### src/design/cfst_pkg.sv
`timescale 1ns / 1ps
// ----------------------------------------------------------------------------
// cfst_pkg
// Shared types, constants and the quarter-wave sine table of the cycloid
// foot swing trajectory pipeline.
// ----------------------------------------------------------------------------
package cfst_pkg;

    // number formats
    localparam int PHASE_FRAC_BITS  = 16;
    localparam int PHASE_W          = PHASE_FRAC_BITS + 1;
    localparam int POS_BITS         = 24;
    localparam int LIFT_BITS        = 20;
    localparam int DIFF_W           = POS_BITS + 1;
    localparam int SUM_W            = POS_BITS + 4;
    localparam int CYC_W            = PHASE_W + 2;

    // sine table, power-of-two depth
    localparam int SINE_TABLE_DEPTH = 256;
    localparam int SINE_IDX_W       = $clog2(SINE_TABLE_DEPTH);
    localparam int SINE_K_W         = SINE_IDX_W + 2;
    localparam int QSINE_W          = 17;
    localparam int SINE_W           = QSINE_W + 1;

    // fixed-point constants
    localparam longint PI_HALF_Q30  = 64'd1686629713;
    localparam longint INV_2PI_Q32  = 64'd683565276;
    localparam int     INV_W        = 31;
    localparam int     CYC_SHIFT    = 48 - PHASE_FRAC_BITS;

    localparam logic [PHASE_W-1:0] PHASE_ONE  = {1'b1, {PHASE_FRAC_BITS{1'b0}}};
    localparam logic [PHASE_W-1:0] PHASE_HALF = {2'b01, {(PHASE_FRAC_BITS-1){1'b0}}};

    // pipeline depth, stage 0 is the input register, the last is the output register
    localparam int NSTAGE    = 6;

    // configuration register map
    localparam int CFG_IDX_W = 3;
    localparam int CFG_DAT_W = POS_BITS;

    typedef enum logic [CFG_IDX_W-1:0] {
        REG_START_X     = 3'd0,
        REG_START_Y     = 3'd1,
        REG_START_Z     = 3'd2,
        REG_END_X       = 3'd3,
        REG_END_Y       = 3'd4,
        REG_END_Z       = 3'd5,
        REG_LIFT_HEIGHT = 3'd6
    } t_cfg_reg;

    typedef struct packed {
        logic signed [POS_BITS-1:0] start_x;
        logic signed [POS_BITS-1:0] start_y;
        logic signed [POS_BITS-1:0] start_z;
        logic signed [POS_BITS-1:0] end_x;
        logic signed [POS_BITS-1:0] end_y;
        logic signed [POS_BITS-1:0] end_z;
        logic        [LIFT_BITS-1:0] lift_height;
    } t_cfg;

    // stage 0 result: clamped phase, half-swing parameter and sine angle index
    typedef struct packed {
        logic [PHASE_W-1:0]  p;
        logic [PHASE_W-1:0]  u;
        logic                first;
        logic [SINE_K_W-1:0] k;
    } t_front;

    // cycloid term leaving the sine path
    typedef struct packed {
        logic signed [CYC_W-1:0] cyc;
        logic [PHASE_W-1:0]      u;
        logic                    first;
    } t_cyc;

    typedef logic [QSINE_W-1:0] t_qsine [SINE_TABLE_DEPTH];

    // sin(pi/2 * idx/D) in Q16 from a nine-term Taylor series in Q30
    function automatic logic [QSINE_W-1:0] qsine_entry(input int unsigned idx);
        logic [63:0]        x;
        logic [63:0]        x2;
        logic [63:0]        term;
        logic signed [63:0] sum;
        logic signed [63:0] v;
        int                 k;
        x    = (64'(PI_HALF_Q30) * 64'(idx)) / 64'(SINE_TABLE_DEPTH);
        x2   = (x * x) >> 30;
        term = x;
        sum  = $signed(x);
        for (k = 1; k <= 8; k++) begin
            term = ((term * x2) >> 30) / 64'((2 * k) * (2 * k + 1));
            if (k[0]) begin
                sum = sum - $signed(term);
            end else begin
                sum = sum + $signed(term);
            end
        end
        v = (sum + 64'sd8192) >>> 14;
        if (v < 0) begin
            v = 0;
        end
        if (v > 64'sd65536) begin
            v = 64'sd65536;
        end
        return v[QSINE_W-1:0];
    endfunction

    function automatic t_qsine build_qsine();
        t_qsine t;
        for (int i = 0; i < SINE_TABLE_DEPTH; i++) begin
            t[i] = qsine_entry(i);
        end
        return t;
    endfunction

    localparam t_qsine               QSINE     = build_qsine();
    localparam logic [QSINE_W-1:0]   QSINE_TOP = qsine_entry(SINE_TABLE_DEPTH);

    // clamp to the signed position range
    function automatic logic [POS_BITS-1:0] sat_pos(input logic signed [SUM_W-1:0] v);
        logic signed [SUM_W-1:0] hi;
        logic signed [SUM_W-1:0] lo;
        logic signed [SUM_W-1:0] r;
        hi = SUM_W'($signed({1'b0, {(POS_BITS-1){1'b1}}}));
        lo = SUM_W'($signed({1'b1, {(POS_BITS-1){1'b0}}}));
        r  = v;
        if (v > hi) begin
            r = hi;
        end else if (v < lo) begin
            r = lo;
        end
        return r[POS_BITS-1:0];
    endfunction

endpackage

### src/design/cfst_lerp.sv
`timescale 1ns / 1ps
// ----------------------------------------------------------------------------
// cfst_lerp
// Stages 1 to 5: linear X and Y interpolation, delayed to the output stage.
// ----------------------------------------------------------------------------
module cfst_lerp (
    input  logic                               i_clk,
    input  logic [cfst_pkg::NSTAGE-2:0]        i_en,
    input  cfst_pkg::t_cfg                     i_cfg,
    input  logic [cfst_pkg::PHASE_W-1:0]       i_p,
    output logic [cfst_pkg::POS_BITS-1:0]      o_pos_x,
    output logic [cfst_pkg::POS_BITS-1:0]      o_pos_y
);
    import cfst_pkg::*;

    localparam int MUL_W = DIFF_W + PHASE_W + 1;
    localparam logic signed [MUL_W-1:0] RND_HALF = MUL_W'(1) << (PHASE_FRAC_BITS - 1);

    logic signed [POS_BITS-1:0] w_start [2];
    logic signed [DIFF_W-1:0]   w_diff  [2];
    logic signed [MUL_W-1:0]    w_step  [2];
    logic signed [SUM_W-1:0]    w_sum   [2];
    logic signed [PHASE_W:0]    w_p;

    logic signed [MUL_W-1:0]    r_prod  [2];
    logic [POS_BITS-1:0]        r_pos   [2][2:NSTAGE-1];

    always_comb begin
        w_start[0] = i_cfg.start_x;
        w_start[1] = i_cfg.start_y;
        w_diff[0]  = DIFF_W'(i_cfg.end_x) - DIFF_W'(i_cfg.start_x);
        w_diff[1]  = DIFF_W'(i_cfg.end_y) - DIFF_W'(i_cfg.start_y);
        w_p        = $signed({1'b0, i_p});
        for (int a = 0; a < 2; a++) begin
            w_step[a] = (r_prod[a] + RND_HALF) >>> PHASE_FRAC_BITS;
            w_sum[a]  = SUM_W'(w_start[a]) + SUM_W'(w_step[a]);
        end
    end

    always_ff @(posedge i_clk) begin
        for (int a = 0; a < 2; a++) begin
            if (i_en[0]) begin
                r_prod[a] <= w_diff[a] * w_p;
            end
            if (i_en[1]) begin
                r_pos[a][2] <= sat_pos(w_sum[a]);
            end
            for (int s = 3; s < NSTAGE; s++) begin
                if (i_en[s-1]) begin
                    r_pos[a][s] <= r_pos[a][s-1];
                end
            end
        end
    end

    assign o_pos_x = r_pos[0][NSTAGE-1];
    assign o_pos_y = r_pos[1][NSTAGE-1];

endmodule

### config.mk
export PLATFORM = sky130hd
export DESIGN_NAME = cfst_lerp
export DESIGN_NICKNAME = d
export VERILOG_FILES = /design/src/design/cfst_pkg.sv /design/src/design/cfst_lerp.sv
export SDC_FILE = /design/constraint.sdc
export NUM_CORES = 2
export LEC_CHECK = 0
export BUFFER_PORTS_ARGS = -buffer_cell sky130_fd_sc_hd__buf_2
export CAP_MARGIN = 20
export CORE_MARGIN = 3
export CORE_UTILIZATION = 59
export CTS_CLUSTER_DIAMETER = 120
export DETAILED_ROUTE_END_ITERATION = 12
export HOLD_SLACK_MARGIN = 0.05
export PLACE_DENSITY = 0.8
export SLEW_MARGIN = 20
export SYNTH_ARGS = -nofsm -noshare
export SYNTH_HDL_FRONTEND = slang
export SYNTH_SLANG_ARGS = --single-unit
### constraint.sdc
create_clock -name i_clk -period 9.6 [get_ports i_clk]
set_input_delay 1.92 -clock i_clk [delete_from_list [all_inputs] [get_ports i_clk]]
set_output_delay 1.92 -clock i_clk [all_outputs]
set_load 0.05 [all_outputs]
==> metrics.txt <==
post-route setup slack=roughly 0.18 ns; antenna viol nets, final=0; total track usage=between 20% and 30%; slowest cell on the critical path=fa_1; Worst Path Arrival=9.72 ns; fillcell total=about 5,500; Port Buffers=166; Core Area=0.0749 mm²; TritonCTS Buffers=27; CTS tree=built; first-pass iteration count of the detailed router=5; startpoint types=input pin; # rows=100; top post-synthesis cells by count=1,046 x inv_1, 832 x fa_1, 591 x nand2_1, 319 x and2_1, 306 x ha_1; crit path buf inv count=8; Synth area leader=fa_1; post-synthesis async set-or-reset flop share=0%; Crit. End Element=flop; Worst R2R Setup Slack=~3.8 ns; Root Driver=clkbuf_16; Post-Route Utilization=just under 70%; Avg Inst Size Synth=around 9.5 µm²; GR Overflow Total=0; Seq cells post-synth=roughly 250; Syn Std Cell Area=between 0.04 and 0.05 mm²; vias in the first global route=35,700; max-capacitance violation count=0; Layout area overhead=13.8%; total number of vias=33,600; fin area=between 0.05 and 0.06 mm²; top-count cell post-synth=inv_1; Longest Clk Path Bufs=3; number of enable flip-flop cells after synthesis=248; Hold Worst Slack=approximately 0.41 ns; critical path required time=roughly 9.9 ns; initial core utilization=60.0%; Final period util=a little over nine tenths; pin count of the biggest net entering global routing=57; worst hold path type=flop to flop; die area=between 0.07 and 0.08 mm²; dpl ws=-0.716 ns; DR WL/cell=17.2 µm; sequential area share after synthesis=roughly 17%; # clock sinks=248; top_reg_cell synth=edfxtp_1; DRT iter0 DRCs=2,467; outcome=complete, no violations; Critical Path Most Common Cell=fa_1; antenna violations before repair=8; largest cells by area after synthesis=fa_1 37%, edfxtp_1 17%, inv_1 8.7%, ha_1 8.5%, nand2_1 4.9%; Die W=approximately 280 µm; family with the most delay on the worst path=adder cells; DP Wirelength=approximately 84,000 µm; routed vias/inst=approximately 5.5; Max Fanout on Critical Path=5; Post-Route WL=between 100,000 and 150,000 µm; Max Clk Rate=106 MHz; layout cells sized above 1=16.7%; Die Height=about 280 µm; minimum clock period=roughly 9.4 ns; CP max stage delay=0.53 ns; pins over their slew limit=0; worst skew pair latency=0.56 ns; Mapped Nets=just over 6,000; Remaining DRCs=0; Setup Skew=~0.016 ns; htree depth=1; clock-pin slew on the worst setup and hold paths=approximately 0.06 ns; Syn Inst Count=around 4,700; Yosys warnings=0; IO Pins=approximately 240; Fin. Hold Viols=0; layout net count=~6,400; first-pass GRT wire length=173,000 µm; Least-Margin Pin Slew=~1.0 ns; critical path class=input pin to flop; endpoints failing setup=0; Netlist cell types=between 80 and 90; top cell type's share of synthesized area=37.0%; gp weighted congestion=about 0.9; Max-Slew Margin vs Limit=approximately a third; placed cell areas=between 0.04 and 0.05 mm²
-- final cells by class --
type	instances	area, µm²	share of cell area [%]
inverters	1046	3930	7.68
clock inverters	21	254	0.497
diodes	4	10.0	0.0196
flip-flops and latches	248	7450	14.6
well taps	969	1210	2.37
repair buffers	612	4470	8.73
multi-input cells	3180	33200	64.8
clock buffers	28	679	1.33
-- sequential cells by signal, indices dropped and copies added, names as in the netlist --
name	flops
r_prod	56
r_pos	192
-- timing repair --
item / in CTS / in global routing
buffers inserted: 6 / 34
endpoints found under the hold margin: 0 / 0
setup endpoints to repair: 10 / 31
pin swaps: 12 / 122
resized for setup: 12 / 139
hold buffers: 0 / 0
gates cloned: 0 / 1
-- logic make-up after synthesis --
group                      Yosys count  synth area share, %
adders and majority gates         1138                 45.6
xor gates and xnor gates           200                 3.90
buffers and inverters             1291                 11.3
AOI/OAI and AO/OA                  486                 7.32
DFF                                248                 16.6
muxes                               28                0.646
and+or+nand+nor                   1328                 14.7
-- stage by stage --
| stage | cells | TNS [ns] |
|---|---|---|
| 4_1_cts | 6069 | 0 |
| 2_1_floorplan | 4719 | 0 |
| 3_3_place_gp | 6014 | -9.15 |
| 6_report | 6108 | 0 |
| 5_1_grt | 6106 | -0.614 |
| 3_5_place_dp | 6014 | -14.25 |
-- placed cells by master (no fill, tap or decap), types with 22 or more instances in the layout --
cell and n:
inv_1 1028, fa_1 810, nand2_1 586, buf_4 416
and2_1 310, ha_1 287, edfxtp_1 248, buf_2 165
xnor2_1 127, a21oi_1 124, nand3_1 83, nor2_1 75
nor2b_1 71, a21o_1 67, xor2_1 65, o21ai_0 52
nand2b_1 38, and3_1 34, o21ai_2 29, clkbuf_16 27
o211ai_1 22, fa_2 22
-- routing by layer --
metal,wire length [µm],GRT usage (%),vias up,part of all wire [%]
li1,-,-,15300,-
met3,6410,2.98,241,6.1
met5,59,0,-,0.056
met1,41300,34.7,17000,39
met4,3770,9.66,8,3.6
met2,53600,47.3,1102,51
-- worst paths after layout --
check | startpoint | endpoint | cells after the start
worst max-delay path | i_cfg[141] | r_prod[0][33] | 36
worst min-delay path | r_pos[1][56] | r_pos[1][32] | 0
worst max register to register | r_prod[0][17] | r_pos[0][76] | 17
worst min register to register | r_pos[1][56] | r_pos[1][32] | 0
Power is left out: the tool's default activity adds up to more than one toggle a clock period on the data nets, which glitch-free logic cannot reach.
