$ cat src/design/cfst_pkg.sv
`timescale 1ns / 1ps
// ----------------------------------------------------------------------------
// cfst_pkg
// Shared types, constants and the quarter-wave sine table of the cycloid
// foot swing trajectory pipeline.
// ----------------------------------------------------------------------------
package cfst_pkg;

    // number formats
    localparam int PHASE_FRAC_BITS  = 16;
    localparam int PHASE_W          = PHASE_FRAC_BITS + 1;
    localparam int POS_BITS         = 24;
    localparam int LIFT_BITS        = 20;
    localparam int DIFF_W           = POS_BITS + 1;
    localparam int SUM_W            = POS_BITS + 4;
    localparam int CYC_W            = PHASE_W + 2;

    // sine table, power-of-two depth
    localparam int SINE_TABLE_DEPTH = 256;
    localparam int SINE_IDX_W       = $clog2(SINE_TABLE_DEPTH);
    localparam int SINE_K_W         = SINE_IDX_W + 2;
    localparam int QSINE_W          = 17;
    localparam int SINE_W           = QSINE_W + 1;

    // fixed-point constants
    localparam longint PI_HALF_Q30  = 64'd1686629713;
    localparam longint INV_2PI_Q32  = 64'd683565276;
    localparam int     INV_W        = 31;
    localparam int     CYC_SHIFT    = 48 - PHASE_FRAC_BITS;

    localparam logic [PHASE_W-1:0] PHASE_ONE  = {1'b1, {PHASE_FRAC_BITS{1'b0}}};
    localparam logic [PHASE_W-1:0] PHASE_HALF = {2'b01, {(PHASE_FRAC_BITS-1){1'b0}}};

    // pipeline depth, stage 0 is the input register, the last is the output register
    localparam int NSTAGE    = 6;

    // configuration register map
    localparam int CFG_IDX_W = 3;
    localparam int CFG_DAT_W = POS_BITS;

    typedef enum logic [CFG_IDX_W-1:0] {
        REG_START_X     = 3'd0,
        REG_START_Y     = 3'd1,
        REG_START_Z     = 3'd2,
        REG_END_X       = 3'd3,
        REG_END_Y       = 3'd4,
        REG_END_Z       = 3'd5,
        REG_LIFT_HEIGHT = 3'd6
    } t_cfg_reg;

    typedef struct packed {
        logic signed [POS_BITS-1:0] start_x;
        logic signed [POS_BITS-1:0] start_y;
        logic signed [POS_BITS-1:0] start_z;
        logic signed [POS_BITS-1:0] end_x;
        logic signed [POS_BITS-1:0] end_y;
        logic signed [POS_BITS-1:0] end_z;
        logic        [LIFT_BITS-1:0] lift_height;
    } t_cfg;

    // stage 0 result: clamped phase, half-swing parameter and sine angle index
    typedef struct packed {
        logic [PHASE_W-1:0]  p;
        logic [PHASE_W-1:0]  u;
        logic                first;
        logic [SINE_K_W-1:0] k;
    } t_front;

    // cycloid term leaving the sine path
    typedef struct packed {
        logic signed [CYC_W-1:0] cyc;
        logic [PHASE_W-1:0]      u;
        logic                    first;
    } t_cyc;

    typedef logic [QSINE_W-1:0] t_qsine [SINE_TABLE_DEPTH];

    // sin(pi/2 * idx/D) in Q16 from a nine-term Taylor series in Q30
    function automatic logic [QSINE_W-1:0] qsine_entry(input int unsigned idx);
        logic [63:0]        x;
        logic [63:0]        x2;
        logic [63:0]        term;
        logic signed [63:0] sum;
        logic signed [63:0] v;
        int                 k;
        x    = (64'(PI_HALF_Q30) * 64'(idx)) / 64'(SINE_TABLE_DEPTH);
        x2   = (x * x) >> 30;
        term = x;
        sum  = $signed(x);
        for (k = 1; k <= 8; k++) begin
            term = ((term * x2) >> 30) / 64'((2 * k) * (2 * k + 1));
            if (k[0]) begin
                sum = sum - $signed(term);
            end else begin
                sum = sum + $signed(term);
            end
        end
        v = (sum + 64'sd8192) >>> 14;
        if (v < 0) begin
            v = 0;
        end
        if (v > 64'sd65536) begin
            v = 64'sd65536;
        end
        return v[QSINE_W-1:0];
    endfunction

    function automatic t_qsine build_qsine();
        t_qsine t;
        for (int i = 0; i < SINE_TABLE_DEPTH; i++) begin
            t[i] = qsine_entry(i);
        end
        return t;
    endfunction

    localparam t_qsine               QSINE     = build_qsine();
    localparam logic [QSINE_W-1:0]   QSINE_TOP = qsine_entry(SINE_TABLE_DEPTH);

    // clamp to the signed position range
    function automatic logic [POS_BITS-1:0] sat_pos(input logic signed [SUM_W-1:0] v);
        logic signed [SUM_W-1:0] hi;
        logic signed [SUM_W-1:0] lo;
        logic signed [SUM_W-1:0] r;
        hi = SUM_W'($signed({1'b0, {(POS_BITS-1){1'b1}}}));
        lo = SUM_W'($signed({1'b1, {(POS_BITS-1){1'b0}}}));
        r  = v;
        if (v > hi) begin
            r = hi;
        end else if (v < lo) begin
            r = lo;
        end
        return r[POS_BITS-1:0];
    endfunction

endpackage

$ cat src/design/cfst_front.sv
`timescale 1ns / 1ps
// ----------------------------------------------------------------------------
// cfst_front
// Stage 0: phase clamp, half selection and full-wave sine index.
// ----------------------------------------------------------------------------
module cfst_front (
    input  logic                          i_clk,
    input  logic                          i_en,
    input  logic [cfst_pkg::PHASE_W-1:0]  i_phase,
    output cfst_pkg::t_front              o_front
);
    import cfst_pkg::*;

    localparam int KF_W = PHASE_W + SINE_K_W + 1;

    logic [PHASE_W-1:0] w_p;
    logic [PHASE_W:0]   w_p2;
    logic [KF_W-1:0]    w_kfull;
    t_front             n_front;
    t_front             r_front;

    always_comb begin
        w_p           = (i_phase > PHASE_ONE) ? PHASE_ONE : i_phase;
        w_p2          = {w_p, 1'b0};
        n_front.p     = w_p;
        n_front.first = (w_p < PHASE_HALF);
        // exact midpoint falls into the second half with u = 0
        n_front.u     = n_front.first ? w_p2[PHASE_W-1:0]
                                      : PHASE_W'(w_p2 - {1'b0, PHASE_ONE});
        // round(u * 4D / ONE) mod 4D
        w_kfull       = (KF_W'(n_front.u) << SINE_K_W)
                      + (KF_W'(1) << (PHASE_FRAC_BITS - 1));
        n_front.k     = w_kfull[PHASE_FRAC_BITS +: SINE_K_W];
    end

    always_ff @(posedge i_clk) begin
        if (i_en) begin
            r_front <= n_front;
        end
    end

    assign o_front = r_front;

endmodule

$ cat config.mk
export PLATFORM = sky130hd
export DESIGN_NAME = cfst_front
export DESIGN_NICKNAME = d
export VERILOG_FILES = /design/src/design/cfst_pkg.sv /design/src/design/cfst_front.sv
export SDC_FILE = /design/constraint.sdc
export NUM_CORES = 1
export LEC_CHECK = 0
export BUFFER_PORTS_ARGS = -buffer_cell sky130_fd_sc_hd__buf_2
export CORE_AREA = 3 3 57 59
export CTS_BUF_LIST = sky130_fd_sc_hd__clkbuf_4 sky130_fd_sc_hd__clkbuf_8
export DETAILED_ROUTE_END_ITERATION = 8
export DIE_AREA = 0 0 60 62
export PLACE_DENSITY = 0.84
export RECOVER_POWER = 100
export SKIP_LAST_GASP = 1
export SYNTH_ARGS = -nofsm -noshare
export SYNTH_HDL_FRONTEND = slang
export SYNTH_SLANG_ARGS = --single-unit
$ cat constraint.sdc
create_clock -name i_clk -period 5.2 [get_ports i_clk]
set_input_delay 0.52 -clock i_clk [delete_from_list [all_inputs] [get_ports i_clk]]
set_output_delay 0.52 -clock i_clk [all_outputs]
set_load 0.005 [all_outputs]
==> run summary <==
====================================================================================
Routed WL                                                                    2773 µm
Height of the die                                                              62 µm
DRC violation total after the first TritonRoute iteration                         17
Met3 Use GR                                                                   5.579%
Top-count cell post-synth                                                   edfxtp_1
Power density over the cells                                            288.9 mW/mm²
Post-layout minimum cycle time                                               3164 ps
Buffer type at the clock tree root                                          clkbuf_4
Total number of vias                                                             948
Top post-synthesis cells by area                                        edfxtp_1 62%, buf_4 8.5%, nor2b_1 6.2%, a21oi_2 3.7%, nand3_1 1.8%
Kind of end point of the critical path                                      register
Die Wd                                                                         60 µm
Synth Warn #                                                                       0
F_max                                                                     0.3160 GHz
Net count after synthesis                                                        126
Synth Cell Area                                                         0.001415 mm²
Cell count of the worst hold path                                                  2
Area added between synthesis and finish                                       14.77%
Crit path launch type                                                     input port
Post-route antenna net violation count                                             0
Measured slew at the worst slew-check pin                                    1806 ps
Run status                                                              complete, but fails checks
Post-synthesis cell type with the largest combined area                     edfxtp_1
Residual DRC count                                                                 0
Main flop type after synthesis                                              edfxtp_1
Tightest slew margin relative to the limit                                   -21.96%
Synth Register Bits                                                               29
Maximum buffer depth of the clock tree                                             2
Post-route cell area                                                    0.001624 mm²
Hold-fix buffers, CTS                                                              0
# resized after CTS                                                                0
Layout filler cell count                                                         252
Antenna violations before repair                                                   0
Cell Count, Final, Fillers Out                                                   188
Placed Instance Area                                                    0.001625 mm²
Leakage power of the design                                                0.5877 nW
HPWL after DPL                                                               2085 µm
Number of top-level design ports                                                  64
DR pass1 iterations                                                                4
Highest-utilization routing layer at the global route stage                     met2
Worst setup path class                                                     in -> reg
Sequential element share of the synthesized area                              61.54%
Gate count of the mapped netlist                                                 106
Met2 GRT Util                                                                 24.38%
Num rows                                                                          19
Worst hold margin                                                           511.0 ps
Met1 layer usage reported by global route                                     17.98%
Clock-pin transition on the worst setup and hold timing paths                  80 ps
Commonest cells in the synthesized netlist                              29 x edfxtp_1, 16 x buf_4, 14 x nor2b_1, 6 x a21oi_2, 5 x nand3_1
Number of clock sinks seen by CTS                                                 29
Crit path capture                                                       o_front[9]$_DFFE_PP_
Total of max-cap violations                                                        2
TritonCTS clock tree                                                           built
Total global routing track utilization                                        15.16%
Share of final-layout standard cells stronger than drive strength 1           33.12%
Post-CTS setup-driven buffer insertion count                                       0
Async SR Flop Fraction                                                            0%
Data arrival at the endpoint of the critical path                            3300 ps
H-tree depth reported by CTS                                                       2
RSZ-0062 raised after global routing                                              no
Starting density of the core                                                  51.32%
Area of the core region                                                 0.002758 mm²
Final slew viol count                                                             49
Syn avg cell area                                                          13.35 µm²
Largest register FFs                                                              29
Count of different cell masters after synthesis                                   23
Number of enable flip-flop cells after synthesis                                  29
Net count of the finished layout                                                 176
Die area                                                                0.003720 mm²
Drt wl/cell                                                                 14.75 µm
Vias per Instance                                                              5.043
IR drop worst, VDD                                                         0.1847 mV
Port Buf Inserts                                                                  62
Worst Hold Class                                                           in -> reg
Top-area cell type share of the netlist area                                  61.54%
Sum of negative setup slack                                                     0 ps
Number of buffers inserted during clock tree synthesis                             5
Largest net degree at the start of global routing                                 30
Required time at the worst-slack endpoint                                    5340 ps
Final-report setup violation count                                                 0
Crit share post-route                                                         60.85%
Weighted congestion at the end of routability-driven global placement         0.7965
GRT Residual Overflow                                                              0
Diodes inserted                                                                    0
Wire length of the first global-routing pass                                 3946 µm
Maximum fanout count along the critical path                                      18
Final hold violation count                                                         0
Crit path from                                                            i_phase[9]
Violated checks                                                         max-capacitance violations, max-slew violations
Number of global-route vias before repair                                        881
Dpl cells                                                                        180
====================================================================================
layout make-up:
class                   count  area [µm²]  area share, %
inverters                   2       7.507         0.4622
flip-flops and latches     29       870.8          53.62
clock buffers               5       37.54          2.311
well taps                  31       38.79          2.388
multi-input cells          56       380.4          23.42
clock inverters             3       12.51         0.7704
repair buffers             62       276.5          17.03
how the worst min path moves through the flow:
stage / start / to / slack [ps]
floorplan: i_en / o_front[0]$_DFFE_PP_ / 630
global placement: i_phase[15] / o_front[10]$_DFFE_PP_ / 840
detailed placement: i_phase[15] / o_front[10]$_DFFE_PP_ / 840
CTS: i_phase[15] / o_front[10]$_DFFE_PP_ / 500
global route: i_phase[15] / o_front[10]$_DFFE_PP_ / 510
finish: i_phase[15] / o_front[10]$_DFFE_PP_ / 510
worst max-delay path, cell delays in order:
cell	delay [ps]
buf_2	140
nor4_1	340
a41oi_1	790
nor2b_2	350
ha_1	230
nand3_1	140
or4_2	640
a21oi_2	150
cells by family after synthesis:
| family | Yosys count | share of synthesized area, % |
|---|---|---|
| AO/OA/AOI/OAI | 13 | 7.339 |
| other | 1 | 0.2650 |
| adder cells (fa/ha/maj) | 1 | 0.8840 |
| buffers and inverters | 21 | 10.35 |
| flip-flops | 29 | 61.54 |
| AND/OR/NAND/NOR | 38 | 17.77 |
| XOR/XNOR | 3 | 1.857 |
per-stage QoR:
step / setup slack [ps] / util (%) / total power [mW]
5_1_grt: 1890 / 58.89 / 0.4947
3_5_place_dp: 2096 / 58.94 / 0.3584
6_report: 2036 / 58.89 / 0.4692
3_3_place_gp: 2218 / 58.94 / 0.3556
4_1_cts: 2421 / 60.75 / 0.4787
2_1_floorplan: 2728 / - / 0.3249
per-layer routing:
metal  share of wire, %  vias to the layer above
met5                  0                        -
met4                1.9                        0
met3                9.1                        6
met2                 48                       44
met1                 41                      431
li1                   -                      467
power breakdown:
| part | internal (mW) | switching, mW |
|---|---|---|
| clock | 0.0488 | 0.0725 |
| sequential | 0.279 | 0.00577 |
| combinational | 0.0264 | 0.0371 |
cells in the final DEF, fill, tap and decap left out, drive strengths merged:
cell type   n
or4         2
clkbuf     32
nand3       5
a41oi       1
o31ai       2
buf        35
nor2        3
conb        1
edfxtp     29
ha          1
a21oi       6
xor2        2
inv         2
xnor2       1
or3         4
nor4        4
o21ai       4
nand2       3
nand4       1
nor2b      16
clkinv      3
No activity file was read; power rests on OpenSTA's default activity.
