===== config.mk =====
export PLATFORM = sky130hd
export DESIGN_NAME = cfst_z
export DESIGN_NICKNAME = d
export VERILOG_FILES = /design/src/design/cfst_pkg.sv /design/src/design/cfst_z.sv
export SDC_FILE = /design/constraint.sdc
export NUM_CORES = 2
export LEC_CHECK = 0
export BUFFER_PORTS_ARGS = -buffer_cell sky130_fd_sc_hd__buf_2
export CAP_MARGIN = 25
export CORE_UTILIZATION = 65
export DETAILED_ROUTE_END_ITERATION = 16
export HOLD_SLACK_MARGIN = 0.02
export PLACE_DENSITY = 0.82
export SETUP_SLACK_MARGIN = 0.4
export SLEW_MARGIN = 20
export SYNTH_ARGS = -nofsm -noshare
export SYNTH_HDL_FRONTEND = slang
export SYNTH_SLANG_ARGS = --single-unit
export TNS_END_PERCENT = 100

===== constraint.sdc =====
create_clock -name i_clk -period 10.7 [get_ports i_clk]
set_input_delay 1.07 -clock i_clk [delete_from_list [all_inputs] [get_ports i_clk]]
set_output_delay 1.07 -clock i_clk [all_outputs]
set_load 0.02 [all_outputs]

===== src/design/cfst_pkg.sv =====
`timescale 1ns / 1ps
// ----------------------------------------------------------------------------
// cfst_pkg
// Shared types, constants and the quarter-wave sine table of the cycloid
// foot swing trajectory pipeline.
// ----------------------------------------------------------------------------
package cfst_pkg;

    // number formats
    localparam int PHASE_FRAC_BITS  = 16;
    localparam int PHASE_W          = PHASE_FRAC_BITS + 1;
    localparam int POS_BITS         = 24;
    localparam int LIFT_BITS        = 20;
    localparam int DIFF_W           = POS_BITS + 1;
    localparam int SUM_W            = POS_BITS + 4;
    localparam int CYC_W            = PHASE_W + 2;

    // sine table, power-of-two depth
    localparam int SINE_TABLE_DEPTH = 256;
    localparam int SINE_IDX_W       = $clog2(SINE_TABLE_DEPTH);
    localparam int SINE_K_W         = SINE_IDX_W + 2;
    localparam int QSINE_W          = 17;
    localparam int SINE_W           = QSINE_W + 1;

    // fixed-point constants
    localparam longint PI_HALF_Q30  = 64'd1686629713;
    localparam longint INV_2PI_Q32  = 64'd683565276;
    localparam int     INV_W        = 31;
    localparam int     CYC_SHIFT    = 48 - PHASE_FRAC_BITS;

    localparam logic [PHASE_W-1:0] PHASE_ONE  = {1'b1, {PHASE_FRAC_BITS{1'b0}}};
    localparam logic [PHASE_W-1:0] PHASE_HALF = {2'b01, {(PHASE_FRAC_BITS-1){1'b0}}};

    // pipeline depth, stage 0 is the input register, the last is the output register
    localparam int NSTAGE    = 6;

    // configuration register map
    localparam int CFG_IDX_W = 3;
    localparam int CFG_DAT_W = POS_BITS;

    typedef enum logic [CFG_IDX_W-1:0] {
        REG_START_X     = 3'd0,
        REG_START_Y     = 3'd1,
        REG_START_Z     = 3'd2,
        REG_END_X       = 3'd3,
        REG_END_Y       = 3'd4,
        REG_END_Z       = 3'd5,
        REG_LIFT_HEIGHT = 3'd6
    } t_cfg_reg;

    typedef struct packed {
        logic signed [POS_BITS-1:0] start_x;
        logic signed [POS_BITS-1:0] start_y;
        logic signed [POS_BITS-1:0] start_z;
        logic signed [POS_BITS-1:0] end_x;
        logic signed [POS_BITS-1:0] end_y;
        logic signed [POS_BITS-1:0] end_z;
        logic        [LIFT_BITS-1:0] lift_height;
    } t_cfg;

    // stage 0 result: clamped phase, half-swing parameter and sine angle index
    typedef struct packed {
        logic [PHASE_W-1:0]  p;
        logic [PHASE_W-1:0]  u;
        logic                first;
        logic [SINE_K_W-1:0] k;
    } t_front;

    // cycloid term leaving the sine path
    typedef struct packed {
        logic signed [CYC_W-1:0] cyc;
        logic [PHASE_W-1:0]      u;
        logic                    first;
    } t_cyc;

    typedef logic [QSINE_W-1:0] t_qsine [SINE_TABLE_DEPTH];

    // sin(pi/2 * idx/D) in Q16 from a nine-term Taylor series in Q30
    function automatic logic [QSINE_W-1:0] qsine_entry(input int unsigned idx);
        logic [63:0]        x;
        logic [63:0]        x2;
        logic [63:0]        term;
        logic signed [63:0] sum;
        logic signed [63:0] v;
        int                 k;
        x    = (64'(PI_HALF_Q30) * 64'(idx)) / 64'(SINE_TABLE_DEPTH);
        x2   = (x * x) >> 30;
        term = x;
        sum  = $signed(x);
        for (k = 1; k <= 8; k++) begin
            term = ((term * x2) >> 30) / 64'((2 * k) * (2 * k + 1));
            if (k[0]) begin
                sum = sum - $signed(term);
            end else begin
                sum = sum + $signed(term);
            end
        end
        v = (sum + 64'sd8192) >>> 14;
        if (v < 0) begin
            v = 0;
        end
        if (v > 64'sd65536) begin
            v = 64'sd65536;
        end
        return v[QSINE_W-1:0];
    endfunction

    function automatic t_qsine build_qsine();
        t_qsine t;
        for (int i = 0; i < SINE_TABLE_DEPTH; i++) begin
            t[i] = qsine_entry(i);
        end
        return t;
    endfunction

    localparam t_qsine               QSINE     = build_qsine();
    localparam logic [QSINE_W-1:0]   QSINE_TOP = qsine_entry(SINE_TABLE_DEPTH);

    // clamp to the signed position range
    function automatic logic [POS_BITS-1:0] sat_pos(input logic signed [SUM_W-1:0] v);
        logic signed [SUM_W-1:0] hi;
        logic signed [SUM_W-1:0] lo;
        logic signed [SUM_W-1:0] r;
        hi = SUM_W'($signed({1'b0, {(POS_BITS-1){1'b1}}}));
        lo = SUM_W'($signed({1'b1, {(POS_BITS-1){1'b0}}}));
        r  = v;
        if (v > hi) begin
            r = hi;
        end else if (v < lo) begin
            r = lo;
        end
        return r[POS_BITS-1:0];
    endfunction

endpackage


===== src/design/cfst_z.sv =====
`timescale 1ns / 1ps
// ----------------------------------------------------------------------------
// cfst_z
// Stages 4 and 5: lift and slope products, Z sum and saturation.
// ----------------------------------------------------------------------------
module cfst_z (
    input  logic                            i_clk,
    input  logic [1:0]                      i_en,
    input  cfst_pkg::t_cfg                  i_cfg,
    input  cfst_pkg::t_cyc                  i_cyc,
    output logic [cfst_pkg::POS_BITS-1:0]   o_pos_z
);
    import cfst_pkg::*;

    localparam int HP_W = LIFT_BITS + 1 + CYC_W;
    localparam int DP_W = DIFF_W + PHASE_W + 1;
    localparam logic signed [HP_W-1:0]  H_HALF = HP_W'(1) << (PHASE_FRAC_BITS - 1);
    localparam logic signed [DP_W-1:0]  D_HALF = DP_W'(1) << (PHASE_FRAC_BITS - 1);
    localparam logic signed [CYC_W-1:0] ONE_C  = $signed({2'b00, PHASE_ONE});

    logic signed [CYC_W-1:0]  w_hop;
    logic signed [DIFF_W-1:0] w_dz;
    logic signed [HP_W-1:0]   w_ht;
    logic signed [DP_W-1:0]   w_dt;
    logic signed [SUM_W-1:0]  w_z;

    logic signed [HP_W-1:0]   r_hprod;
    logic signed [DP_W-1:0]   r_dzprod;
    logic                     r_first;
    logic [POS_BITS-1:0]      r_pos_z;

    // stage 4: rising half uses c(u), falling half uses 1 - c(u)
    always_comb begin
        w_hop = i_cyc.first ? i_cyc.cyc : (ONE_C - i_cyc.cyc);
        w_dz  = DIFF_W'(i_cfg.end_z) - DIFF_W'(i_cfg.start_z);
    end

    // stage 5
    always_comb begin
        w_ht = (r_hprod + H_HALF) >>> PHASE_FRAC_BITS;
        w_dt = (r_dzprod + D_HALF) >>> PHASE_FRAC_BITS;
        w_z  = SUM_W'(i_cfg.start_z) + SUM_W'(w_ht);
        if (!r_first) begin
            w_z = w_z + SUM_W'(w_dt);
        end
    end

    always_ff @(posedge i_clk) begin
        if (i_en[0]) begin
            r_hprod  <= $signed({1'b0, i_cfg.lift_height}) * w_hop;
            r_dzprod <= w_dz * $signed({1'b0, i_cyc.u});
            r_first  <= i_cyc.first;
        end
        if (i_en[1]) begin
            r_pos_z  <= sat_pos(w_z);
        end
    end

    assign o_pos_z = r_pos_z;

endmodule


==> flow_metrics.py <==
metrics = {
    "worst_setup_path": {
        "worst-setup-path-type": "in -> reg",
        "arrival_ps": 9880,
        "critPathCaptureType": "flop",
        "max_stage_delay_ps": 530,
        "critPathSlowestCell": "fa_1",
        "required_ps": 10790,
        "start_kind": "input pin",
        "cp_max_fo": 11,
        "cp_common_cell": "fa_1",
    },
    "clocking": {
        "clk_latency_ps": 350,
        "cts_buffer_depth": 2,
        "cts.htree.levels": 3,
        "cts-root-buf": "clkbuf_16",
        "post_cts_resized": 0,
        "cts_hold_buf": 0,
        "cts_tree": "built",
        "cts.sink_count": 78,
        "numCtsBuffers": 9,
        "cts_setup_buffers": 0,
        "clk_pin_slew_worst_paths_ps": 60,
    },
    "final_layout": {
        "nFillCells": 4054,
        "stdcell_area_sq_um": 36210,
        "layout-drive-gt1-share_pct": 6.152,
        "fin_nets": 5208,
        "synthToLayoutAreaGrowth_pct": 4.673,
    },
    "global_routing": {
        "grt.total_usage_pct": 32.15,
        "grt_pass1_vias": 27858,
        "grt_max_degree": 55,
        "antenna_found_initial": 2,
        "grt_pass1_wl_mm": 137.1,
        "gr-total-overflow": 0,
    },
    "route": {
        "drc": 0,
        "viasPerCell": 5.721,
        "first_pass_iters": 5,
        "avgRoutedWirePerCell_microns": 17.75,
        "ant_nets": 0,
        "wl_mm": 82.35,
        "vias": 26539,
        "drt_iter0_markers": 1970,
    },
    "yosys": {
        "synth_edf_count": 78,
        "synth_cell_types": 65,
        "synthArstFlopShare_pct": 0,
        "ys_ff_latch": 78,
        "synth_ff_type": "edfxtp_1",
        "synth_area_leaders": "fa_1, ha_1, inv_1, edfxtp_1, nand2_1",
        "yosysMostFrequentCell": "inv_1",
        "syn_area_sq_um": 34590,
        "synthTopCellsByCount": "inv_1, fa_1, nand2_1, ha_1, and2_1",
        "synth_nets": 5171,
        "yosys_warnings": 0,
        "ys_seq_area_share_pct": 6.771,
        "synth.avg_cell_area_sq_um": 8.851,
        "syn_inst": 3908,
        "synth_top_cell_area_share_pct": 41.73,
        "synth_largest_area_cell": "fa_1",
    },
    "sta": {
        "finalHoldViolCount": 0,
        "relSlewSlack_pct": 30.64,
        "rsz0062_at_grt": "false",
        "max_freq_mhz": 102.1,
        "skew_ps": 7.859,
        "period_share_pct": 91.57,
        "layout_min_cycle_time_ps": 9798,
        "setup_tns_ps": 0,
        "tightest_slew_ps": 1033,
        "drv_slew": 0,
        "finalSetupViolations": 0,
    },
    "placement": {
        "port_buffers": 131,
        "place_congestion": 0.9506,
        "dpl-instance-area_sq_um": 35910,
        "hpwl_mm": 66.97,
    },
    "floorplanning": {
        "row_count": 84,
        "start_util_pct": 65.82,
        "die_area_sq_um": 54140,
        "die_h_microns": 232.7,
        "io_pins": 228,
        "fp.dieW_microns": 232.7,
        "coreArea_sq_um": 52550,
    },
    "flow_run": {
        "maxCapViolCount": 0,
    },
    "hold_path": {
        "min_path_type": "reg -> reg",
    },
    "run_status": {
        "status": "finished clean",
    },
}
-- flip-flops by register name, indices dropped and copies added (netlist names) --
signal and count:
o_pos_z 24, r_first 1, r_dzprod 28, r_hprod 25
-- worst max-delay path: cells and delay by family --
kind | cells | cell delay (ps)
adders and majority gates | 9 | 3840
AOI/OAI and AO/OA | 16 | 3350
buffers and inverters | 10 | 1010
and+or+nand+nor | 2 | 310
xor gates and xnor gates | 2 | 290
-- kinds of logic after synthesis --
kind of cell	Yosys count	synth area share (%)
xor+xnor	180	4.558
simple gates	1138	15.66
flops	78	6.771
buf+inv	1084	11.86
fa+ha+maj	1059	53.95
mux	11	0.3328
compound gates	358	6.869
-- per-layer routing --
layer	vias to the layer above	track usage, %	share of wire [%]
met5	-	0	0
met4	0	11.40	3.7
met3	228	4.314	8.3
met2	1153	53.53	48
met1	13317	43.21	40
li1	11841	-	-
-- metrics by stage --
stage	utilization (%)	worst slack (ps)	hold slack, ps	std cells
after floorplan	-	1289	843.4	3908
after global placement	68.32	437.9	935.3	4622
after detailed placement	68.34	462.0	991.8	4622
after CTS	68.89	796.5	1018	4638
after global routing	68.90	476.4	1088	4638
final	68.90	901.5	1006	4639
-- path summary, 6_finish.rpt --
check,start,to,slack (ps),depth (start not counted)
worst min register to register,r_dzprod[16],o_pos_z[0],1010,4
worst max register to register,r_hprod[17],o_pos_z[2],4130,24
worst max-delay path,i_cfg[20],r_dzprod[42],900,39
worst min-delay path,r_dzprod[16],o_pos_z[0],1010,4
-- layout by cell type (no fill, tap or decap), types with 56 or more instances in the layout --
| cell | netlist | routed |
|---|---|---|
| a21o_1 | 56 | 56 |
| nor2_1 | 113 | 113 |
| fa_1 | 721 | 721 |
| nand2_1 | 554 | 554 |
| edfxtp_1 | 78 | 78 |
| ha_1 | 338 | 338 |
| xnor2_1 | 115 | 113 |
| a21oi_1 | 112 | 112 |
| and2_1 | 277 | 277 |
| inv_1 | 928 | 928 |
| xor2_1 | 65 | 65 |
| buf_2 | 2 | 131 |
-- cell type report --
class                      instances  area (sq um)  area share, %
sequential                        78          2342          6.469
clock buffer                      10         229.0         0.6324
antenna                            1         2.502       0.006911
inverter                         928          3483          9.621
tap                              688         860.8          2.377
timing repair buffer             182          1064          2.937
clock inverter                     6         62.56         0.1728
multi-input combinational       2746         28160          77.78
Power is not shown: default switching activity piles up to over one toggle a cycle in this logic, so the estimate is an artifact.
